===== config.mk =====
export PLATFORM = sky130hd
export DESIGN_NAME = four_channel_sound_generator
export DESIGN_NICKNAME = d
export VERILOG_FILES = /design/src/hw/rtl/fcsg_pkg.sv /design/src/hw/rtl/fcsg_ram.sv /design/src/hw/rtl/fcsg_ctrl.sv /design/src/hw/rtl/fcsg_datapath.sv /design/src/hw/rtl/four_channel_sound_generator.sv
export SDC_FILE = /design/constraint.sdc
export NUM_CORES = 2
export LEC_CHECK = 0
export BUFFER_PORTS_ARGS = -buffer_cell sky130_fd_sc_hd__buf_2
export CORE_MARGIN = 3
export CORE_UTILIZATION = 55
export CTS_BUF_LIST = sky130_fd_sc_hd__clkbuf_4 sky130_fd_sc_hd__clkbuf_8
export DETAILED_ROUTE_END_ITERATION = 12
export GPL_ROUTABILITY_DRIVEN = 0
export PLACE_DENSITY_LB_ADDON = 0.3
export SLEW_MARGIN = 25
export SYNTH_ARGS = -nofsm -noshare
export SYNTH_HDL_FRONTEND = slang
export SYNTH_SLANG_ARGS = --single-unit

===== constraint.sdc =====
create_clock -name clk -period 6.8 [get_ports clk]
set_input_delay 1.36 -clock clk [delete_from_list [all_inputs] [get_ports clk]]
set_output_delay 1.36 -clock clk [all_outputs]
set_load 0.01 [all_outputs]

===== src/hw/rtl/fcsg_pkg.sv =====
// ----------------------------------------------------------------------------
// fcsg_pkg
// Shared types, register map, tables and helpers of the four-voice sound unit.
// ----------------------------------------------------------------------------
package fcsg_pkg;

  localparam int WAVE_BYTES           = 16;
  localparam int WAVE_AW              = $clog2(WAVE_BYTES);
  localparam int TICK_MAX             = 64;
  localparam int FRAME_SEQ_CLOCKS_DEF = 8192;
  localparam int NUM_REGS             = 23;
  localparam int TW                   = 24;  // voice timer width
  localparam int SCW                  = 17;  // sample counter width

  localparam logic [14:0] LFSR_SEED     = 15'h7FFF;
  localparam logic [7:0]  DAC_MASK      = 8'hF8;
  localparam logic [7:0]  STATUS_FIXED  = 8'h70;
  localparam logic [7:0]  READ_IDLE     = 8'hFF;
  localparam logic [14:0] MIX_SCALE     = 15'd68;
  localparam logic [15:0] PERIOD_RESET  = 16'd95;

  typedef enum logic [1:0] {
    OP_TICK  = 2'd0,
    OP_READ  = 2'd1,
    OP_WRITE = 2'd2,
    OP_NOP   = 2'd3
  } op_t;

  // register map (low address byte)
  localparam logic [7:0] REG_SWEEP  = 8'h10;
  localparam logic [7:0] REG_P0_LEN = 8'h11;
  localparam logic [7:0] REG_P0_ENV = 8'h12;
  localparam logic [7:0] REG_P0_LO  = 8'h13;
  localparam logic [7:0] REG_P0_HI  = 8'h14;
  localparam logic [7:0] REG_P1_LEN = 8'h16;
  localparam logic [7:0] REG_P1_ENV = 8'h17;
  localparam logic [7:0] REG_P1_LO  = 8'h18;
  localparam logic [7:0] REG_P1_HI  = 8'h19;
  localparam logic [7:0] REG_W_DAC  = 8'h1A;
  localparam logic [7:0] REG_W_LEN  = 8'h1B;
  localparam logic [7:0] REG_W_VOL  = 8'h1C;
  localparam logic [7:0] REG_W_LO   = 8'h1D;
  localparam logic [7:0] REG_W_HI   = 8'h1E;
  localparam logic [7:0] REG_N_LEN  = 8'h20;
  localparam logic [7:0] REG_N_ENV  = 8'h21;
  localparam logic [7:0] REG_N_POLY = 8'h22;
  localparam logic [7:0] REG_N_HI   = 8'h23;
  localparam logic [7:0] REG_MVOL   = 8'h24;
  localparam logic [7:0] REG_PAN    = 8'h25;
  localparam logic [7:0] REG_POWER  = 8'h26;
  localparam logic [7:0] WAVE_BASE  = 8'h30;
  localparam logic [7:0] WAVE_LAST  = 8'h3F;

  localparam logic [7:0] DUTY_BITS [4] = '{8'h80, 8'h81, 8'hE1, 8'h7E};
  localparam logic [6:0] NOISE_DIV [8] = '{7'd8, 7'd16, 7'd32, 7'd48,
                                           7'd64, 7'd80, 7'd96, 7'd112};
  localparam logic [2:0] WAVE_SHIFT [4] = '{3'd4, 3'd0, 3'd1, 3'd2};
  localparam logic [7:0] READ_MASK [NUM_REGS] = '{
    8'h80, 8'h3F, 8'h00, 8'hFF, 8'hBF, 8'hFF, 8'h3F, 8'h00, 8'hFF, 8'hBF, 8'h7F, 8'hFF,
    8'h9F, 8'hFF, 8'hBF, 8'hFF, 8'hFF, 8'h00, 8'h00, 8'hBF, 8'h00, 8'h00, 8'h70};

  typedef enum logic [3:0] {
    S_IDLE, S_WRITE, S_READ, S_TICK, S_STEP, S_WAVE_RD, S_WAVE_LD,
    S_OUTS, S_FRAME, S_SWEEP, S_MIX, S_DONE
  } ctrl_state_t;

  typedef struct packed {
    logic latch;
    logic write;
    logic tick;
    logic step;
    logic wave_load;
    logic outs;
    logic frame;
    logic sweep;
    logic mix;
    logic result;
  } cmd_t;

  typedef struct packed {
    logic power_on;
    logic any_due;
  } sts_t;

  // next sweep frequency; bit 11 set means overflow past 2047
  function automatic logic [11:0] sweep_calc(input logic [10:0] shadow,
                                             input logic [2:0] shift,
                                             input logic dir);
    logic [11:0] d;
    d = {1'b0, shadow >> shift};
    return dir ? ({1'b0, shadow} - d) : ({1'b0, shadow} + d);
  endfunction

  function automatic logic [11:0] period_base(input logic [10:0] f);
    return 12'd2048 - {1'b0, f};
  endfunction

  function automatic logic [21:0] noise_reload(input logic [7:0] s);
    return 22'(NOISE_DIV[s[2:0]]) << s[7:4];
  endfunction

endpackage


===== src/hw/rtl/fcsg_ram.sv =====
// ----------------------------------------------------------------------------
// fcsg_ram
// Generic single-write, single-read RAM with registered read data.
// ----------------------------------------------------------------------------
module fcsg_ram #(
  parameter int WIDTH = 8,
  parameter int DEPTH = 16
) (
  input  logic                     clk,
  input  logic                     we,
  input  logic [$clog2(DEPTH)-1:0] waddr,
  input  logic [WIDTH-1:0]         wdata,
  input  logic [$clog2(DEPTH)-1:0] raddr,
  output logic [WIDTH-1:0]         rdata
);

  logic [WIDTH-1:0] mem [DEPTH];

  always_ff @(posedge clk) begin
    if (we) begin
      mem[waddr] <= wdata;
    end
    rdata <= mem[raddr];
  end

endmodule


===== src/hw/rtl/fcsg_ctrl.sv =====
// ----------------------------------------------------------------------------
// fcsg_ctrl
// Sequencer: walks each item through the datapath and holds the result valid.
// ----------------------------------------------------------------------------
module fcsg_ctrl (
  input  logic           clk,
  input  logic           rst,
  input  logic           in_valid,
  input  logic [1:0]     opcode,
  output logic           in_stall,
  output logic           out_valid,
  input  logic           out_stall,
  output fcsg_pkg::cmd_t cmd,
  input  fcsg_pkg::sts_t sts
);
  import fcsg_pkg::*;

  ctrl_state_t state, state_next;

  always_ff @(posedge clk) begin
    if (rst) begin
      state <= S_IDLE;
    end else begin
      state <= state_next;
    end
  end

  always_comb begin
    cmd        = '0;
    state_next = state;
    case (state)
      S_IDLE: begin
        if (in_valid) begin
          cmd.latch = 1'b1;
          case (op_t'(opcode))
            OP_TICK:  state_next = S_TICK;
            OP_READ:  state_next = S_READ;
            OP_WRITE: state_next = S_WRITE;
            default:  state_next = S_DONE;
          endcase
        end
      end
      S_WRITE: begin
        cmd.write  = 1'b1;
        state_next = S_DONE;
      end
      S_READ:    state_next = S_DONE;  // wave RAM read latency
      S_TICK: begin
        if (sts.power_on) begin
          cmd.tick   = 1'b1;
          state_next = S_STEP;
        end else begin
          state_next = S_DONE;
        end
      end
      S_STEP: begin
        if (sts.any_due) begin
          cmd.step = 1'b1;
        end else begin
          state_next = S_WAVE_RD;
        end
      end
      S_WAVE_RD: state_next = S_WAVE_LD;
      S_WAVE_LD: begin
        cmd.wave_load = 1'b1;
        state_next    = S_OUTS;
      end
      S_OUTS: begin
        cmd.outs   = 1'b1;
        state_next = S_FRAME;
      end
      S_FRAME: begin
        cmd.frame  = 1'b1;
        state_next = S_SWEEP;
      end
      S_SWEEP: begin
        cmd.sweep  = 1'b1;
        state_next = S_MIX;
      end
      S_MIX: begin
        cmd.mix    = 1'b1;
        state_next = S_DONE;
      end
      S_DONE: begin
        if (!out_valid || !out_stall) begin
          cmd.result = 1'b1;
          state_next = S_IDLE;
        end
      end
      default: state_next = S_IDLE;
    endcase
  end

  always_ff @(posedge clk) begin
    if (rst) begin
      out_valid <= 1'b0;
    end else if (cmd.result) begin
      out_valid <= 1'b1;
    end else if (!out_stall) begin
      out_valid <= 1'b0;
    end
  end

  assign in_stall = (state != S_IDLE);

  a_rise_from_done: assert property (@(posedge clk) disable iff (rst)
    $rose(out_valid) |-> $past(state == S_DONE))
    else $error("result valid raised outside the finish state");

  a_accept_leaves_idle: assert property (@(posedge clk) disable iff (rst)
    (state == S_IDLE && in_valid) |=> (state != S_IDLE))
    else $error("accepted item did not start");

  a_no_overwrite: assert property (@(posedge clk) disable iff (rst)
    (state == S_DONE && out_valid && out_stall) |=> (state == S_DONE))
    else $error("pending result overwritten");

endmodule


===== src/hw/rtl/fcsg_datapath.sv =====
// ----------------------------------------------------------------------------
// fcsg_datapath
// Voice state, register file, wave RAM, frame sequencer and mixer.
// ----------------------------------------------------------------------------
module fcsg_datapath #(
  parameter int FRAME_SEQ_CLOCKS = fcsg_pkg::FRAME_SEQ_CLOCKS_DEF
) (
  input  logic           clk,
  input  logic           rst,
  input  fcsg_pkg::cmd_t cmd,
  output fcsg_pkg::sts_t sts,
  input  logic [1:0]     opcode,
  input  logic [7:0]     reg_addr,
  input  logic [7:0]     write_data,
  input  logic [6:0]     tick_clocks,
  input  logic [15:0]    sample_period,
  output logic [7:0]     read_data,
  output logic           sample_valid,
  output logic [14:0]    left_sample,
  output logic [14:0]    right_sample
);
  import fcsg_pkg::*;

  localparam int FCW = $clog2(FRAME_SEQ_CLOCKS + TICK_MAX);
  localparam logic [FCW-1:0] FRAME_LEN = FCW'(FRAME_SEQ_CLOCKS);

  // latched item
  op_t        lop;
  logic [7:0] a, d;
  logic [6:0] lclk;

  // sound state
  logic          power_on;
  logic [7:0]    shadow [NUM_REGS];
  logic [3:0]    ven, dac, len_en;
  logic [10:0]   freq [3];
  logic [TW-1:0] ftim [4];
  logic [1:0]    dsel [2];
  logic [2:0]    dpos [2];
  logic [8:0]    len [4];
  logic [3:0]    einit [3], evol [3];
  logic          edir [3];
  logic [2:0]    eper [3];
  logic [4:0]    etim [3];
  logic [2:0]    sw_per, sw_shift;
  logic          sw_dir, sw_act, sw_neg, sw_pend;
  logic [10:0]   sw_shadow;
  logic [4:0]    sw_tim;
  logic [4:0]    wpos;
  logic [3:0]    wnib;
  logic [1:0]    wvol;
  logic          wstep;
  logic [14:0]   lfsr;
  logic [7:0]    nset;
  logic [3:0]    vout [4];
  logic [FCW-1:0] fcnt;
  logic [2:0]    fstep;
  logic [SCW-1:0] scnt;
  logic [5:0]    mvol;
  logic [7:0]    pan;
  logic          smp;
  logic [8:0]    lm, rm;

  logic [WAVE_BYTES-1:0] wvalid;
  logic                  rvalid;
  logic [7:0]            rdata, rbyte;
  logic [WAVE_AW-1:0]    raddr;

  // decode
  logic          is_wave, is_reg, write_en, power_clear, trig;
  logic [4:0]    sidx;
  logic          hi_hit, env_hit, lo_hit;
  logic [1:0]    hi_v, env_i, env_v, lo_v;
  logic [10:0]   fnew [3];
  logic [11:0]   tsw, snf;
  logic [TW-1:0] trel [4], rel [4];
  logic [3:0]    due;
  logic [14:0]   lfsr_nx;
  logic          lfsr_x;
  logic [4:0]    sw_dec;
  logic [4:0]    edec [3];
  logic [SCW-1:0] per_eff, sdiff;
  logic [5:0]    lsum, rsum;
  logic [7:0]    rdval;

  assign is_wave     = (a >= WAVE_BASE) && (a <= WAVE_LAST);
  assign is_reg      = (a >= REG_SWEEP) && (a <= REG_POWER);
  assign sidx        = 5'(a - REG_SWEEP);
  assign write_en    = cmd.write && power_on && is_reg && (a != REG_POWER);
  assign power_clear = cmd.write && (a == REG_POWER) && !d[7] && power_on;
  assign trig        = write_en && hi_hit && d[7];

  always_comb begin
    hi_hit = 1'b1;
    hi_v   = 2'd0;
    case (a)
      REG_P0_HI: hi_v = 2'd0;
      REG_P1_HI: hi_v = 2'd1;
      REG_W_HI:  hi_v = 2'd2;
      REG_N_HI:  hi_v = 2'd3;
      default:   hi_hit = 1'b0;
    endcase
    env_hit = 1'b1;
    env_i   = 2'd0;
    env_v   = 2'd0;
    case (a)
      REG_P0_ENV: begin env_i = 2'd0; env_v = 2'd0; end
      REG_P1_ENV: begin env_i = 2'd1; env_v = 2'd1; end
      REG_N_ENV:  begin env_i = 2'd2; env_v = 2'd3; end
      default:    env_hit = 1'b0;
    endcase
    lo_hit = 1'b1;
    lo_v   = 2'd0;
    case (a)
      REG_P0_LO: lo_v = 2'd0;
      REG_P1_LO: lo_v = 2'd1;
      REG_W_LO:  lo_v = 2'd2;
      default:   lo_hit = 1'b0;
    endcase
  end

  always_comb begin
    for (int v = 0; v < 3; v++) begin
      fnew[v] = {d[2:0], freq[v][7:0]};
    end
    tsw     = sweep_calc(fnew[0], sw_shift, sw_dir);
    trel[0] = TW'({period_base(fnew[0]), 2'b00});
    trel[1] = TW'({period_base(fnew[1]), 2'b00});
    trel[2] = TW'({period_base(fnew[2]), 1'b0});
    trel[3] = TW'(noise_reload(nset));
    rel[0]  = TW'({period_base(freq[0]), 2'b00});
    rel[1]  = TW'({period_base(freq[1]), 2'b00});
    rel[2]  = TW'({period_base(freq[2]), 1'b0});
    rel[3]  = TW'(noise_reload(nset));
    for (int v = 0; v < 4; v++) begin
      due[v] = ftim[v][TW-1] || (ftim[v] == '0);
    end
    lfsr_x  = lfsr[0] ^ lfsr[1];
    lfsr_nx = {lfsr_x, lfsr[14:1]};
    if (nset[3]) begin
      lfsr_nx[6] = lfsr_x;
    end
    snf    = sweep_calc(sw_shadow, sw_shift, sw_dir);
    sw_dec = sw_tim - 5'd1;
    for (int i = 0; i < 3; i++) begin
      edec[i] = etim[i] - 5'd1;
    end
    per_eff = (sample_period < 16'(TICK_MAX)) ? SCW'(TICK_MAX) : SCW'(sample_period);
    sdiff   = scnt - per_eff;
    lsum    = '0;
    rsum    = '0;
    for (int v = 0; v < 4; v++) begin
      if (pan[v])     rsum = rsum + 6'(vout[v]);
      if (pan[v + 4]) lsum = lsum + 6'(vout[v]);
    end
  end

  assign sts.power_on = power_on;
  assign sts.any_due  = |due;

  // wave RAM
  assign raddr = (lop == OP_READ) ? a[WAVE_AW-1:0] : wpos[WAVE_AW:1];
  assign rbyte = rvalid ? rdata : 8'h00;

  fcsg_ram #(.WIDTH(8), .DEPTH(WAVE_BYTES)) u_wave_ram (
    .clk   (clk),
    .we    (cmd.write && is_wave),
    .waddr (a[WAVE_AW-1:0]),
    .wdata (d),
    .raddr (raddr),
    .rdata (rdata)
  );

  always_ff @(posedge clk) begin
    if (rst) begin
      power_on <= 1'b0;
      wvalid   <= '0;
      rvalid   <= 1'b0;
    end else begin
      rvalid <= wvalid[raddr];
      if (cmd.write && (a == REG_POWER)) begin
        power_on <= d[7];
      end
      if (cmd.write && is_wave) begin
        wvalid[a[WAVE_AW-1:0]] <= 1'b1;
      end
    end
  end

  always_ff @(posedge clk) begin
    if (cmd.latch) begin
      lop  <= op_t'(opcode);
      a    <= reg_addr;
      d    <= write_data;
      lclk <= (tick_clocks > 7'(TICK_MAX)) ? 7'(TICK_MAX) : tick_clocks;
    end
  end

  always_ff @(posedge clk) begin
    if (rst || power_clear) begin
      for (int i = 0; i < NUM_REGS; i++) shadow[i] <= '0;
      ven    <= '0;
      dac    <= '0;
      len_en <= '0;
      for (int v = 0; v < 4; v++) begin
        ftim[v] <= '0;
        len[v]  <= '0;
        vout[v] <= '0;
      end
      for (int v = 0; v < 3; v++) begin
        freq[v]  <= '0;
        einit[v] <= '0;
        evol[v]  <= '0;
        edir[v]  <= 1'b0;
        eper[v]  <= '0;
        etim[v]  <= '0;
      end
      for (int v = 0; v < 2; v++) begin
        dsel[v] <= '0;
        dpos[v] <= '0;
      end
      sw_per    <= '0;
      sw_shift  <= '0;
      sw_dir    <= 1'b0;
      sw_act    <= 1'b0;
      sw_neg    <= 1'b0;
      sw_pend   <= 1'b0;
      sw_shadow <= '0;
      sw_tim    <= '0;
      wpos      <= '0;
      wnib      <= '0;
      wvol      <= '0;
      wstep     <= 1'b0;
      lfsr      <= LFSR_SEED;
      nset      <= '0;
      fcnt      <= '0;
      fstep     <= '0;
      scnt      <= '0;
      mvol      <= '0;
      pan       <= '0;
    end else begin
      if (write_en) begin
        shadow[sidx] <= d;
        case (a)
          REG_SWEEP: begin
            sw_per   <= d[6:4];
            sw_dir   <= d[3];
            sw_shift <= d[2:0];
            if (!d[3] && sw_neg) ven[0] <= 1'b0;
          end
          REG_P0_LEN: begin
            dsel[0] <= d[7:6];
            len[0]  <= 9'd64 - {3'b0, d[5:0]};
          end
          REG_P1_LEN: begin
            dsel[1] <= d[7:6];
            len[1]  <= 9'd64 - {3'b0, d[5:0]};
          end
          REG_W_DAC: begin
            dac[2] <= d[7];
            if (!d[7]) ven[2] <= 1'b0;
          end
          REG_W_LEN:  len[2] <= 9'd256 - {1'b0, d};
          REG_W_VOL:  wvol <= d[6:5];
          REG_N_LEN:  len[3] <= 9'd64 - {3'b0, d[5:0]};
          REG_N_POLY: nset <= d;
          REG_MVOL:   mvol <= {d[6:4], d[2:0]};
          REG_PAN:    pan <= d;
          default: ;
        endcase
        for (int i = 0; i < 3; i++) begin
          if (env_hit && env_i == 2'(i)) begin
            einit[i] <= d[7:4];
            edir[i]  <= d[3];
            eper[i]  <= d[2:0];
          end
          if (lo_hit && lo_v == 2'(i)) begin
            freq[i][7:0] <= d;
          end
          if (hi_hit && hi_v == 2'(i)) begin
            freq[i][10:8] <= d[2:0];
          end
        end
        for (int v = 0; v < 4; v++) begin
          if (env_hit && env_v == 2'(v)) begin
            dac[v] <= |(d & DAC_MASK);
            if (!(|(d & DAC_MASK))) ven[v] <= 1'b0;
          end
          if (hi_hit && hi_v == 2'(v)) begin
            len_en[v] <= d[6];
            if (d[7]) begin
              ven[v]  <= dac[v] && !(v == 0 && sw_shift != 3'd0 && tsw[11]);
              ftim[v] <= trel[v];
              if (len[v] == 9'd0) len[v] <= (v == 2) ? 9'd256 : 9'd64;
            end
          end
        end
        if (trig) begin
          case (hi_v)
            2'd0: begin
              evol[0]   <= einit[0];
              etim[0]   <= (eper[0] != 3'd0) ? {2'b0, eper[0]} : 5'd8;
              sw_shadow <= fnew[0];
              sw_tim    <= (sw_per != 3'd0) ? {2'b0, sw_per} : 5'd8;
              sw_neg    <= (sw_shift != 3'd0) && sw_dir;
              sw_act    <= (sw_per != 3'd0) || (sw_shift != 3'd0);
            end
            2'd1: begin
              evol[1] <= einit[1];
              etim[1] <= (eper[1] != 3'd0) ? {2'b0, eper[1]} : 5'd8;
            end
            2'd2: wpos <= '0;
            default: begin
              evol[2] <= einit[2];
              etim[2] <= (eper[2] != 3'd0) ? {2'b0, eper[2]} : 5'd8;
              lfsr    <= LFSR_SEED;
            end
          endcase
        end
      end

      if (cmd.tick) begin
        for (int v = 0; v < 4; v++) begin
          ftim[v] <= ftim[v] - TW'(lclk);
        end
        fcnt  <= fcnt + FCW'(lclk);
        scnt  <= scnt + SCW'(lclk);
        wstep <= 1'b0;
      end

      // one reload per due voice each cycle
      if (cmd.step) begin
        for (int v = 0; v < 2; v++) begin
          if (due[v]) begin
            ftim[v] <= ftim[v] + rel[v];
            dpos[v] <= dpos[v] + 3'd1;
          end
        end
        if (due[2]) begin
          ftim[2] <= ftim[2] + rel[2];
          wpos    <= wpos + 5'd1;
          wstep   <= 1'b1;
        end
        if (due[3]) begin
          ftim[3] <= ftim[3] + rel[3];
          lfsr    <= lfsr_nx;
        end
      end

      if (cmd.wave_load && wstep) begin
        wnib <= wpos[0] ? rbyte[3:0] : rbyte[7:4];
      end

      if (cmd.outs) begin
        for (int v = 0; v < 2; v++) begin
          vout[v] <= (ven[v] && dac[v] && DUTY_BITS[dsel[v]][dpos[v]]) ? evol[v] : 4'd0;
        end
        vout[2] <= (ven[2] && dac[2]) ? (wnib >> WAVE_SHIFT[wvol]) : 4'd0;
        vout[3] <= (ven[3] && dac[3] && !lfsr[0]) ? evol[2] : 4'd0;
      end

      if (cmd.frame && (fcnt >= FRAME_LEN)) begin
        fcnt  <= fcnt - FRAME_LEN;
        fstep <= fstep + 3'd1;
        if (!fstep[0]) begin
          for (int v = 0; v < 4; v++) begin
            if (len_en[v] && len[v] != 9'd0) begin
              len[v] <= len[v] - 9'd1;
              if (len[v] == 9'd1) ven[v] <= 1'b0;
            end
          end
          // sweep on steps 2 and 6
          if (fstep[1] && sw_act && sw_per != 3'd0) begin
            if (!sw_dec[4] && sw_dec != 5'd0) begin
              sw_tim <= sw_dec;
            end else begin
              sw_tim <= {2'b0, sw_per};
              if (sw_dir) sw_neg <= 1'b1;
              if (snf[11]) begin
                ven[0] <= 1'b0;
              end else if (sw_shift != 3'd0) begin
                sw_shadow <= snf[10:0];
                freq[0]   <= snf[10:0];
                sw_pend   <= 1'b1;
              end
            end
          end
        end else if (fstep == 3'd7) begin
          for (int i = 0; i < 3; i++) begin
            if (eper[i] != 3'd0) begin
              if (!edec[i][4] && edec[i] != 5'd0) begin
                etim[i] <= edec[i];
              end else begin
                etim[i] <= {2'b0, eper[i]};
                if (edir[i] && evol[i] != 4'd15) evol[i] <= evol[i] + 4'd1;
                else if (!edir[i] && evol[i] != 4'd0) evol[i] <= evol[i] - 4'd1;
              end
            end
          end
        end
      end

      // second overflow check on the updated shadow
      if (cmd.sweep && sw_pend) begin
        sw_pend <= 1'b0;
        if (sw_dir) sw_neg <= 1'b1;
        if (snf[11]) ven[0] <= 1'b0;
      end

      if (cmd.mix && (scnt >= per_eff)) begin
        scnt <= (sdiff >= per_eff) ? '0 : sdiff;
      end
    end
  end

  always_ff @(posedge clk) begin
    if (rst) begin
      smp <= 1'b0;
    end else if (cmd.latch) begin
      smp <= 1'b0;
    end else if (cmd.mix && (scnt >= per_eff)) begin
      smp <= 1'b1;
    end
  end

  always_ff @(posedge clk) begin
    if (cmd.mix) begin
      lm <= {3'b0, lsum} * {5'b0, {1'b0, mvol[5:3]} + 4'd1};
      rm <= {3'b0, rsum} * {5'b0, {1'b0, mvol[2:0]} + 4'd1};
    end
  end

  always_comb begin
    if (is_wave) begin
      rdval = rbyte;
    end else if (a == REG_POWER) begin
      rdval = {power_on, 7'b0} | STATUS_FIXED | {4'b0, ven};
    end else if (is_reg) begin
      rdval = shadow[sidx] | READ_MASK[sidx];
    end else begin
      rdval = READ_IDLE;
    end
  end

  always_ff @(posedge clk) begin
    if (cmd.result) begin
      read_data    <= (lop == OP_READ) ? rdval : READ_IDLE;
      sample_valid <= smp;
      left_sample  <= smp ? ({6'b0, lm} * MIX_SCALE) : 15'd0;
      right_sample <= smp ? ({6'b0, rm} * MIX_SCALE) : 15'd0;
    end
  end

endmodule


===== src/hw/rtl/four_channel_sound_generator.sv =====
// ----------------------------------------------------------------------------
// four_channel_sound_generator
// Four-voice sound unit: bus reads/writes and clock ticks in, samples out.
//
//   channel  direction  handshake           payload
//   in       input      in_valid/in_stall   opcode, reg_addr, write_data, tick_clocks
//   out      output     out_valid/out_stall read_data, sample_valid, left/right_sample
//   cfg      input      APB                 sample_period (read at address 0)
//
// A read or write passes one state before the finish state; a powered tick repeats
// the reload state while a voice is due, then wave read/load, outs, frame, sweep, mix.
// One item is in flight; the next is taken once the result is registered.
// Reset is synchronous; wave RAM reads back zero until an entry is written.
// A stalled result holds the finish state until taken.
// ----------------------------------------------------------------------------
module four_channel_sound_generator #(
  parameter int FRAME_SEQ_CLOCKS = fcsg_pkg::FRAME_SEQ_CLOCKS_DEF
) (
  input  logic        clk,
  input  logic        rst,
  input  logic        psel,
  input  logic        penable,
  input  logic        pwrite,
  input  logic [1:0]  paddr,
  input  logic [31:0] pwdata,
  output logic [31:0] prdata,
  output logic        pready,
  input  logic        in_valid,
  output logic        in_stall,
  input  logic [1:0]  opcode,
  input  logic [7:0]  reg_addr,
  input  logic [7:0]  write_data,
  input  logic [6:0]  tick_clocks,
  output logic        out_valid,
  input  logic        out_stall,
  output logic [7:0]  read_data,
  output logic        sample_valid,
  output logic [14:0] left_sample,
  output logic [14:0] right_sample
);
  import fcsg_pkg::*;

  logic [15:0] sample_period;
  cmd_t        cmd;
  sts_t        sts;

  assign pready = 1'b1;
  assign prdata = (paddr == 2'd0) ? {16'b0, sample_period} : 32'b0;

  always_ff @(posedge clk) begin
    if (rst) begin
      sample_period <= PERIOD_RESET;
    end else if (psel && penable && pwrite) begin
      sample_period <= pwdata[15:0];
    end
  end

  fcsg_ctrl u_ctrl (
    .clk       (clk),
    .rst       (rst),
    .in_valid  (in_valid),
    .opcode    (opcode),
    .in_stall  (in_stall),
    .out_valid (out_valid),
    .out_stall (out_stall),
    .cmd       (cmd),
    .sts       (sts)
  );

  fcsg_datapath #(.FRAME_SEQ_CLOCKS(FRAME_SEQ_CLOCKS)) u_datapath (
    .clk           (clk),
    .rst           (rst),
    .cmd           (cmd),
    .sts           (sts),
    .opcode        (opcode),
    .reg_addr      (reg_addr),
    .write_data    (write_data),
    .tick_clocks   (tick_clocks),
    .sample_period (sample_period),
    .read_data     (read_data),
    .sample_valid  (sample_valid),
    .left_sample   (left_sample),
    .right_sample  (right_sample)
  );

endmodule

; Word level (Yosys, flattened, before mapping)
; Memory sizes are Yosys's and may differ from the RTL's. A register that Yosys moved wholly into a read port is not among the register bits.
; Cells that the tools add are included.
[totals]
reg_bits = 243
latch_bits = 0
mem_bits_rw = 554
rom_bits = 312
in_bits = 66
output_inout_bits = 74
word_cells = 912
mem_count = 15
[classes]
add_sub_neg = 51
multipliers = 4
n_div = 0
order_cmp = 19
eq_ne = 58
shift = 4
n_mux = 495
bitwise = 79
n_reduce_logical = 140
[mem_list]
columns = memory, words, word_bits, read_ports, rd_clocked_by_memory_dff, wr, line
row1 = (no name shown), 32, 8, 1, 0, 0, fcsg_datapath.sv:439  ; rdval = shadow[sidx] | READ_MASK[sidx];
row2 = u_datapath.shadow, 23, 8, 1, 0, 23, fcsg_datapath.sv:34  ; logic [7:0] shadow [NUM_REGS];
row3 = u_datapath.u_wave_ram.mem, 16, 8, 1, 1, 1, fcsg_ram.sv:17  ; logic [WIDTH-1:0] mem [DEPTH];
row4 = u_datapath.ftim, 4, 24, 4, 0, 4, fcsg_datapath.sv:37  ; logic [TW-1:0] ftim [4];
row5 = (no name shown), 8, 7, 1, 0, 0, fcsg_pkg.sv:99  ; return 22'(NOISE_DIV[s[2:0]]) << s[7:4];
row6 = u_datapath.len, 4, 9, 4, 0, 4, fcsg_datapath.sv:40  ; logic [8:0] len [4];
row7 = +9 memories, --, --, --, --, --, --
[op_table]
columns = op, count
row1 = 1-bit 2-to-1 mux, 342
row2 = 24-bit 2-to-1 mux, 12
row3 = 4-bit 2-to-1 mux, 35
row4 = 8-bit 2-to-1 mux, 15
row5 = "8-bit by 5-bit equality test with 1-bit output, second input constant", 14
row6 = 5-bit 2-to-1 mux, 22
row7 = 9-bit 2-to-1 mux, 12
row8 = 11-bit 2-to-1 mux, 9
row9 = 24-bit logical NOT, 4
row10 = 24-bit by 7-bit subtractor with 24-bit output, 4
row11 = 15-bit 2-to-1 mux, 5
row12 = "12-bit by 11-bit subtractor with 12-bit output, first input constant", 6
row13 = 1-bit OR, 67
row14 = 1-bit logical AND, 59
row15 = "8-bit by 6-bit equality test with 1-bit output, second input constant", 7
row16 = 17-bit 2-to-1 mux, 3
row17 = 24-bit by 14-bit adder with 24-bit output, 2
row18 = 4-bit case mux with 10 select lines, 1
row19 = "9-bit by 1-bit equality test with 1-bit output, second input constant", 4
row20 = 9-bit logical NOT, 4
row21 = 6-bit 2-to-1 mux, 6
row22 = 9-bit nonzero test, 4
row23 = "9-bit by 1-bit subtractor with 9-bit output, second input constant", 4
row24 = 17-bit >= comparator, 2
row25 = other kinds (85), 207

; Logic depth before layout (Yosys ltp)
[depth]
depth_word = 22
depth_mapped = 29
depth_no_buf = 29

; Modules after synthesis
; A second synthesis with hierarchy kept.
[unflattened]
hier_cells = 4702
hier_area_um2 = 51145.3
[modules_own_cells]
columns = module, instances, cells_per_inst, area_each_um2, seq_area_each_um2
row1 = fcsg_datapath, 1, 4305, 44620.3, 19779.0
row2 = fcsg_ram, 1, 229, 5147.4, 4003.8
row3 = four_channel_sound_generator, 1, 107, 943.4, 320.3
row4 = fcsg_ctrl, 1, 61, 434.2, 100.1

; Least setup slack after synthesis
; No wires, ideal clock.
[synth_timing]
path_type = register to register
startpoint = mem u_datapath.vout[0][0]
endpoint = reg u_datapath.rm[8], data pin
setup_time_ns = 0.260
arrival_time_ns = 5.570
required_time_ns = 6.540
path_slack_ns = 0.970
stages_incl_launch_ff = 26
path_buffers = 0
synth_period_minus_slack_ns = 5.830
cell_sequence = edfxtp_1 > and2_1 > ha_1 > inv_1 > fa_1 > mux2i_1 > fa_1 > mux2i_1 > inv_1 > ha_1 > a21o_1 > a21o_1 > xnor2_1 > a21oi_1 > and2_1 > fa_1 > inv_1 > fa_1 > inv_1 > ha_1 > a21o_1 > a21oi_1 > o21bai_1 > a21oi_1 > xnor2_1 > xnor2_1
[synth_lines]
columns = item, line
row1 = "start, declared", fcsg_datapath.sv:55  ; logic [3:0] vout [4];
row2 = "end signal, assigned", fcsg_datapath.sv:429  ; rm <= {3'b0, rsum} * {5'b0, {1'b0, mvol[2:0]} + 4'd1};
row3 = "end, declared", fcsg_datapath.sv:62  ; logic [8:0] lm, rm;

==> summary.md <==
The async set-reset flop share out of synthesis came out at 0. For the data required time at the worst endpoint, the log shows 7370 ps. The path with the worst hold slack has its endpoint at u_datapath.etim[2][4]. TritonCTS built the clock tree.

For this design the ratio of total power to cell area is 232 nW/um2. The start-to-end type of the worst setup path is flip-flop to flip-flop. The via-per-instance ratio was 6.23; the count of boundary I/O pins was 140. From left edge to right edge, the die measures 310 um. The final critical-path share of the clock period works out to 0.911. The mean instance size in the synthesized netlist was 10.4 um2. Buffers added to address setup during post-CTS repair amount to 0. The logs give 37,800 for the via count of the first global-routing pass and 105 for the number of distinct library cells after synthesis. The final setup slack of the worst path came out at 605 ps.

At the pin with the least slew margin, the transition time is 1040 ps. The synthesized instance count was 4,874; the clock slew at the register clock pins of the worst setup and hold paths was 60 ps. The start point of the worst min-delay path is u_datapath.etim[2][4].

The relative area change from synthesis to final layout was 9.92%; the wire length of the first global-routing pass was 214 mm. The maximum frequency from static timing analysis is 0.161 GHz, and the number of antenna violations at the first check in global routing is 5. Summed over all layers, the global routing overflow is 0. The tools report the met3 layer usage reported by global route as 0.0647.

The effective utilization at floorplan is 0.559, and the antenna violation net count after detailed routing is 0. The worst stage delay on the critical path is 520 ps. Clock skew after layout: 39.2 ps. In the final routed layout, each cell accounts on average for 21.8 um.

The run gives 94.7 mm as the half-perimeter wire length of the detailed placement result. The worst setup path is launched from a flip-flop. The logs give 0.286 for the total global routing track utilization and 600 ps for the worst reg-to-reg setup slack.

The logs give 0 for the residual DRC count and 0 for the count of synthesis-stage warnings from yosys. Timing analysis after detailed placement gives a worst setup slack of 559 ps. The synthesized design contains 681 enable-type register cells.

The number of cell instances on the worst register-to-register path came out at 25. The number of synthesized register bits is 863, and the post-CTS resize count is 0. The global routing met2 resource utilization is 0.445, and the met1 capacity usage during global routing is 0.389. Setup total negative slack on the finished layout was measured at 0 ps.

The run gives 66 as the pin count of the biggest net entering global routing. In this run the worst hold path is classified as flip-flop to flip-flop. For the count of final hold-check violations, the log shows 0. Static leakage: 0.0211 uW. The maximum buffer depth of the clock tree was 3.

The capture instance of the worst register-to-register path is u_datapath.rm[8]. The tool flagged a number of max-cap violations equal to 0. Of all nets on the critical path, the largest fanout is 4. The run finished with clean final reports. Hold repair after CTS inserted 0 buffers.

The largest individual stage delay along the critical path comes from the cell fa_1. Setup repair after global routing left no endpoint under its margin. Across all hold checks on the routed design, the worst slack comes to 450 ps. The run gives 850 ps as the clock insertion delay at the later pin of the skew report. The worst path needs 6200 ps of the cycle, external delays included. Setup violations remaining at the end of the flow were counted as 0. The dominant synthesized flop cell was edfxtp_1. The worst-case IR drop observed on VDD is 205 uV.

The final layout contains 5,394 nets. The vertical extent of the die is 310 um, and the placeable core area is 90,700 um2. The number of clock sinks is 863, and the clock buffer count from CTS is 147.

The tools report the start of the worst register-to-register path as u_datapath.vout[0][0]. The number of iterations in the first detailed-routing pass was 5; the hold-critical path depth was 2. The first routing iteration left 4,109 violations.

CTS placed an instance of clkbuf_8 at the clock tree root. After floorplanning, the core was divided into 110 placement rows. The tools report the total standard cell area after synthesis as 50,700 um2. The quantity of I/O buffers inserted on ports works out to 102.

The most used routing layer is met2. The area of the die is 95,800 um2. The total via count after detailed routing is 39,500, and the detailed-route wire length is 138 mm. The H-tree depth reported by CTS is 4.

The count of pins over their slew limit was 0; the fraction of layout instances using a drive strength above 1 was 0.121. For the worst slew margin relative to its limit, the log shows 0.296. The worst setup path is captured at a flip-flop. The sequential cell area fraction in the yosys report is 0.475, and the signal arrival time at the worst endpoint is 6770 ps.
-- routing by layer --
metal / routed length (um) / vias to the layer above
met1: 57100 / 19100
met4: 5310 / 4
met3: 13200 / 336
met2: 62200 / 1803
li1: - / 18300
met5: 27 / -
-- per-stage QoR --
stage | util | instance area (um2) | instances | power (uW)
2_1_floorplan | - | 51000 | 4957 | 7420
5_1_grt | 0.614 | 55700 | 6329 | 13400
6_report | 0.614 | 55700 | 6332 | 13000
3_5_place_dp | 0.580 | 52600 | 6053 | 8050
3_3_place_gp | 0.579 | 52500 | 6052 | 8000
4_1_cts | 0.614 | 55700 | 6327 | 13000
-- power by group --
part           total [uW]  switching [uW]  internal (uW)
Combinational        1870            1200            667
Clock                4970            2320           2650
Sequential           6120             186           5930
-- Yosys cell counts, types with 20 or more instances --
cell | count | area share
clkbuf_1 | 166 | 0.012
nor3_1 | 160 | 0.016
dfxtp_1 | 182 | 0.072
buf_4 | 26 | 0.0039
mux2_2 | 26 | 0.0058
o211ai_1 | 31 | 0.0046
or2_2 | 22 | 0.0027
nor2_1 | 395 | 0.029
ha_1 | 265 | 0.065
buf_1 | 26 | 0.0019
a21oi_1 | 274 | 0.027
fa_1 | 37 | 0.015
inv_1 | 160 | 0.012
o21ai_0 | 231 | 0.023
a21o_1 | 56 | 0.0083
and2_1 | 171 | 0.021
edfxtp_1 | 681 | 0.40
and3_1 | 86 | 0.011
mux2i_1 | 86 | 0.017
nand4_1 | 32 | 0.0039
o21a_1 | 46 | 0.0068
nor3b_1 | 26 | 0.0039
o22ai_1 | 69 | 0.0085
xor2_1 | 109 | 0.019
o31ai_1 | 25 | 0.0037
mux4_2 | 76 | 0.034
nand2_1 | 465 | 0.034
a31oi_1 | 41 | 0.0051
nor2b_1 | 72 | 0.0089
or4_1 | 20 | 0.0030
xnor2_1 | 159 | 0.027
nor4_1 | 47 | 0.0058
or3_1 | 36 | 0.0044
nand3_1 | 147 | 0.015
a311oi_1 | 33 | 0.0057
a211oi_1 | 30 | 0.0044
nand2b_1 | 52 | 0.0064
buf_2 | 45 | 0.0044
-- sequential cells by signal, summed over array words and instances, names as in the netlist, 9 cells and up --
register	cells
u_datapath.len	36
u_datapath.lfsr	15
u_datapath.lm	9
u_datapath.rm	9
u_datapath.scnt	17
u_datapath.eper	9
u_datapath.ftim	96
u_datapath.evol	12
u_datapath.u_wave_ram.mem	128
u_datapath.fcnt	14
u_datapath.wvalid	16
u_datapath.einit	12
u_datapath.vout	16
u_datapath.shadow	246
u_datapath.left_sample	13
sample_period	16
u_datapath.freq	33
u_datapath.etim	15
u_datapath.right_sample	13
u_datapath.sw_shadow	11
-- cell families (layout without fill, tap and decap cells) --
family                     Yosys count  count (layout)  synth area share
AOI/OAI and AO/OA                 1033            1033             0.131
other                                2              90          0.000148
and+or+nand+nor                   1791            1791             0.176
buffers and inverters              427             621            0.0348
xor gates and xnor gates           268             268            0.0463
muxes                              188             188            0.0565
adders and majority gates          302             302            0.0800
DFF                                863             863             0.475
-- critical path: cells and delay by family, from the launching register on --
kind,cells,cell delay (ps)
buffers and inverters,4,270
AO/OA/AOI/OAI,7,1170
flip-flops,1,370
XOR/XNOR,3,390
multiplexers,2,650
AND/OR/NAND/NOR,2,390
adder cells (fa/ha/maj),7,2710
-- worst max-delay path by stage --
stage | start | endpoint | slack [ps] | cells after the start
after floorplan | u_datapath.vout[0][0] | u_datapath.rm[8] | 970 | 25
after global placement | u_datapath.vout[0][0] | u_datapath.rm[8] | 670 | 25
after detailed placement | u_datapath.vout[0][0] | u_datapath.rm[8] | 560 | 25
after CTS | u_datapath.vout[0][0] | u_datapath.rm[8] | 560 | 25
after global routing | u_datapath.pan[4] | u_datapath.lm[8] | 120 | 26
final | u_datapath.vout[0][0] | u_datapath.rm[8] | 600 | 25
-- placed cells by master (no fill, tap or decap), types with 30 or more instances in the layout --
cell type and count:
o21ai_0 223, a21oi_1 272, mux2i_1 84, conb_1 85, mux4_2 76, edfxtp_1 681
clkbuf_4 45, o21a_1 46, inv_1 160, nor2b_1 70, nor4_1 46, nand3_1 146
a311oi_1 33, and3_1 85, or3_1 35, a21o_1 55, and2_1 171, a31oi_1 41
o22ai_1 69, nand2b_1 52, nand4_1 32, dfxtp_1 182, nor3_1 158, fa_1 37
a211oi_1 30, o211ai_1 31, nand2_1 463, xor2_1 109, xnor2_1 159, buf_4 81
clkbuf_8 161, buf_2 102, ha_1 265, nor2_1 390
-- layout make-up --
| cell class | count | area (um2) |
|---|---|---|
| timing repair buffer | 184 | 1130 |
| tap | 1176 | 1470 |
| fill | 7363 | 35000 |
| multi-input combinational | 3667 | 25300 |
| clock inverter | 68 | 571 |
| antenna | 5 | 12.5 |
| sequential | 863 | 24100 |
| clock buffer | 206 | 2550 |
| inverter | 163 | 612 |
Note: power is estimated with default switching activity, not from simulation.
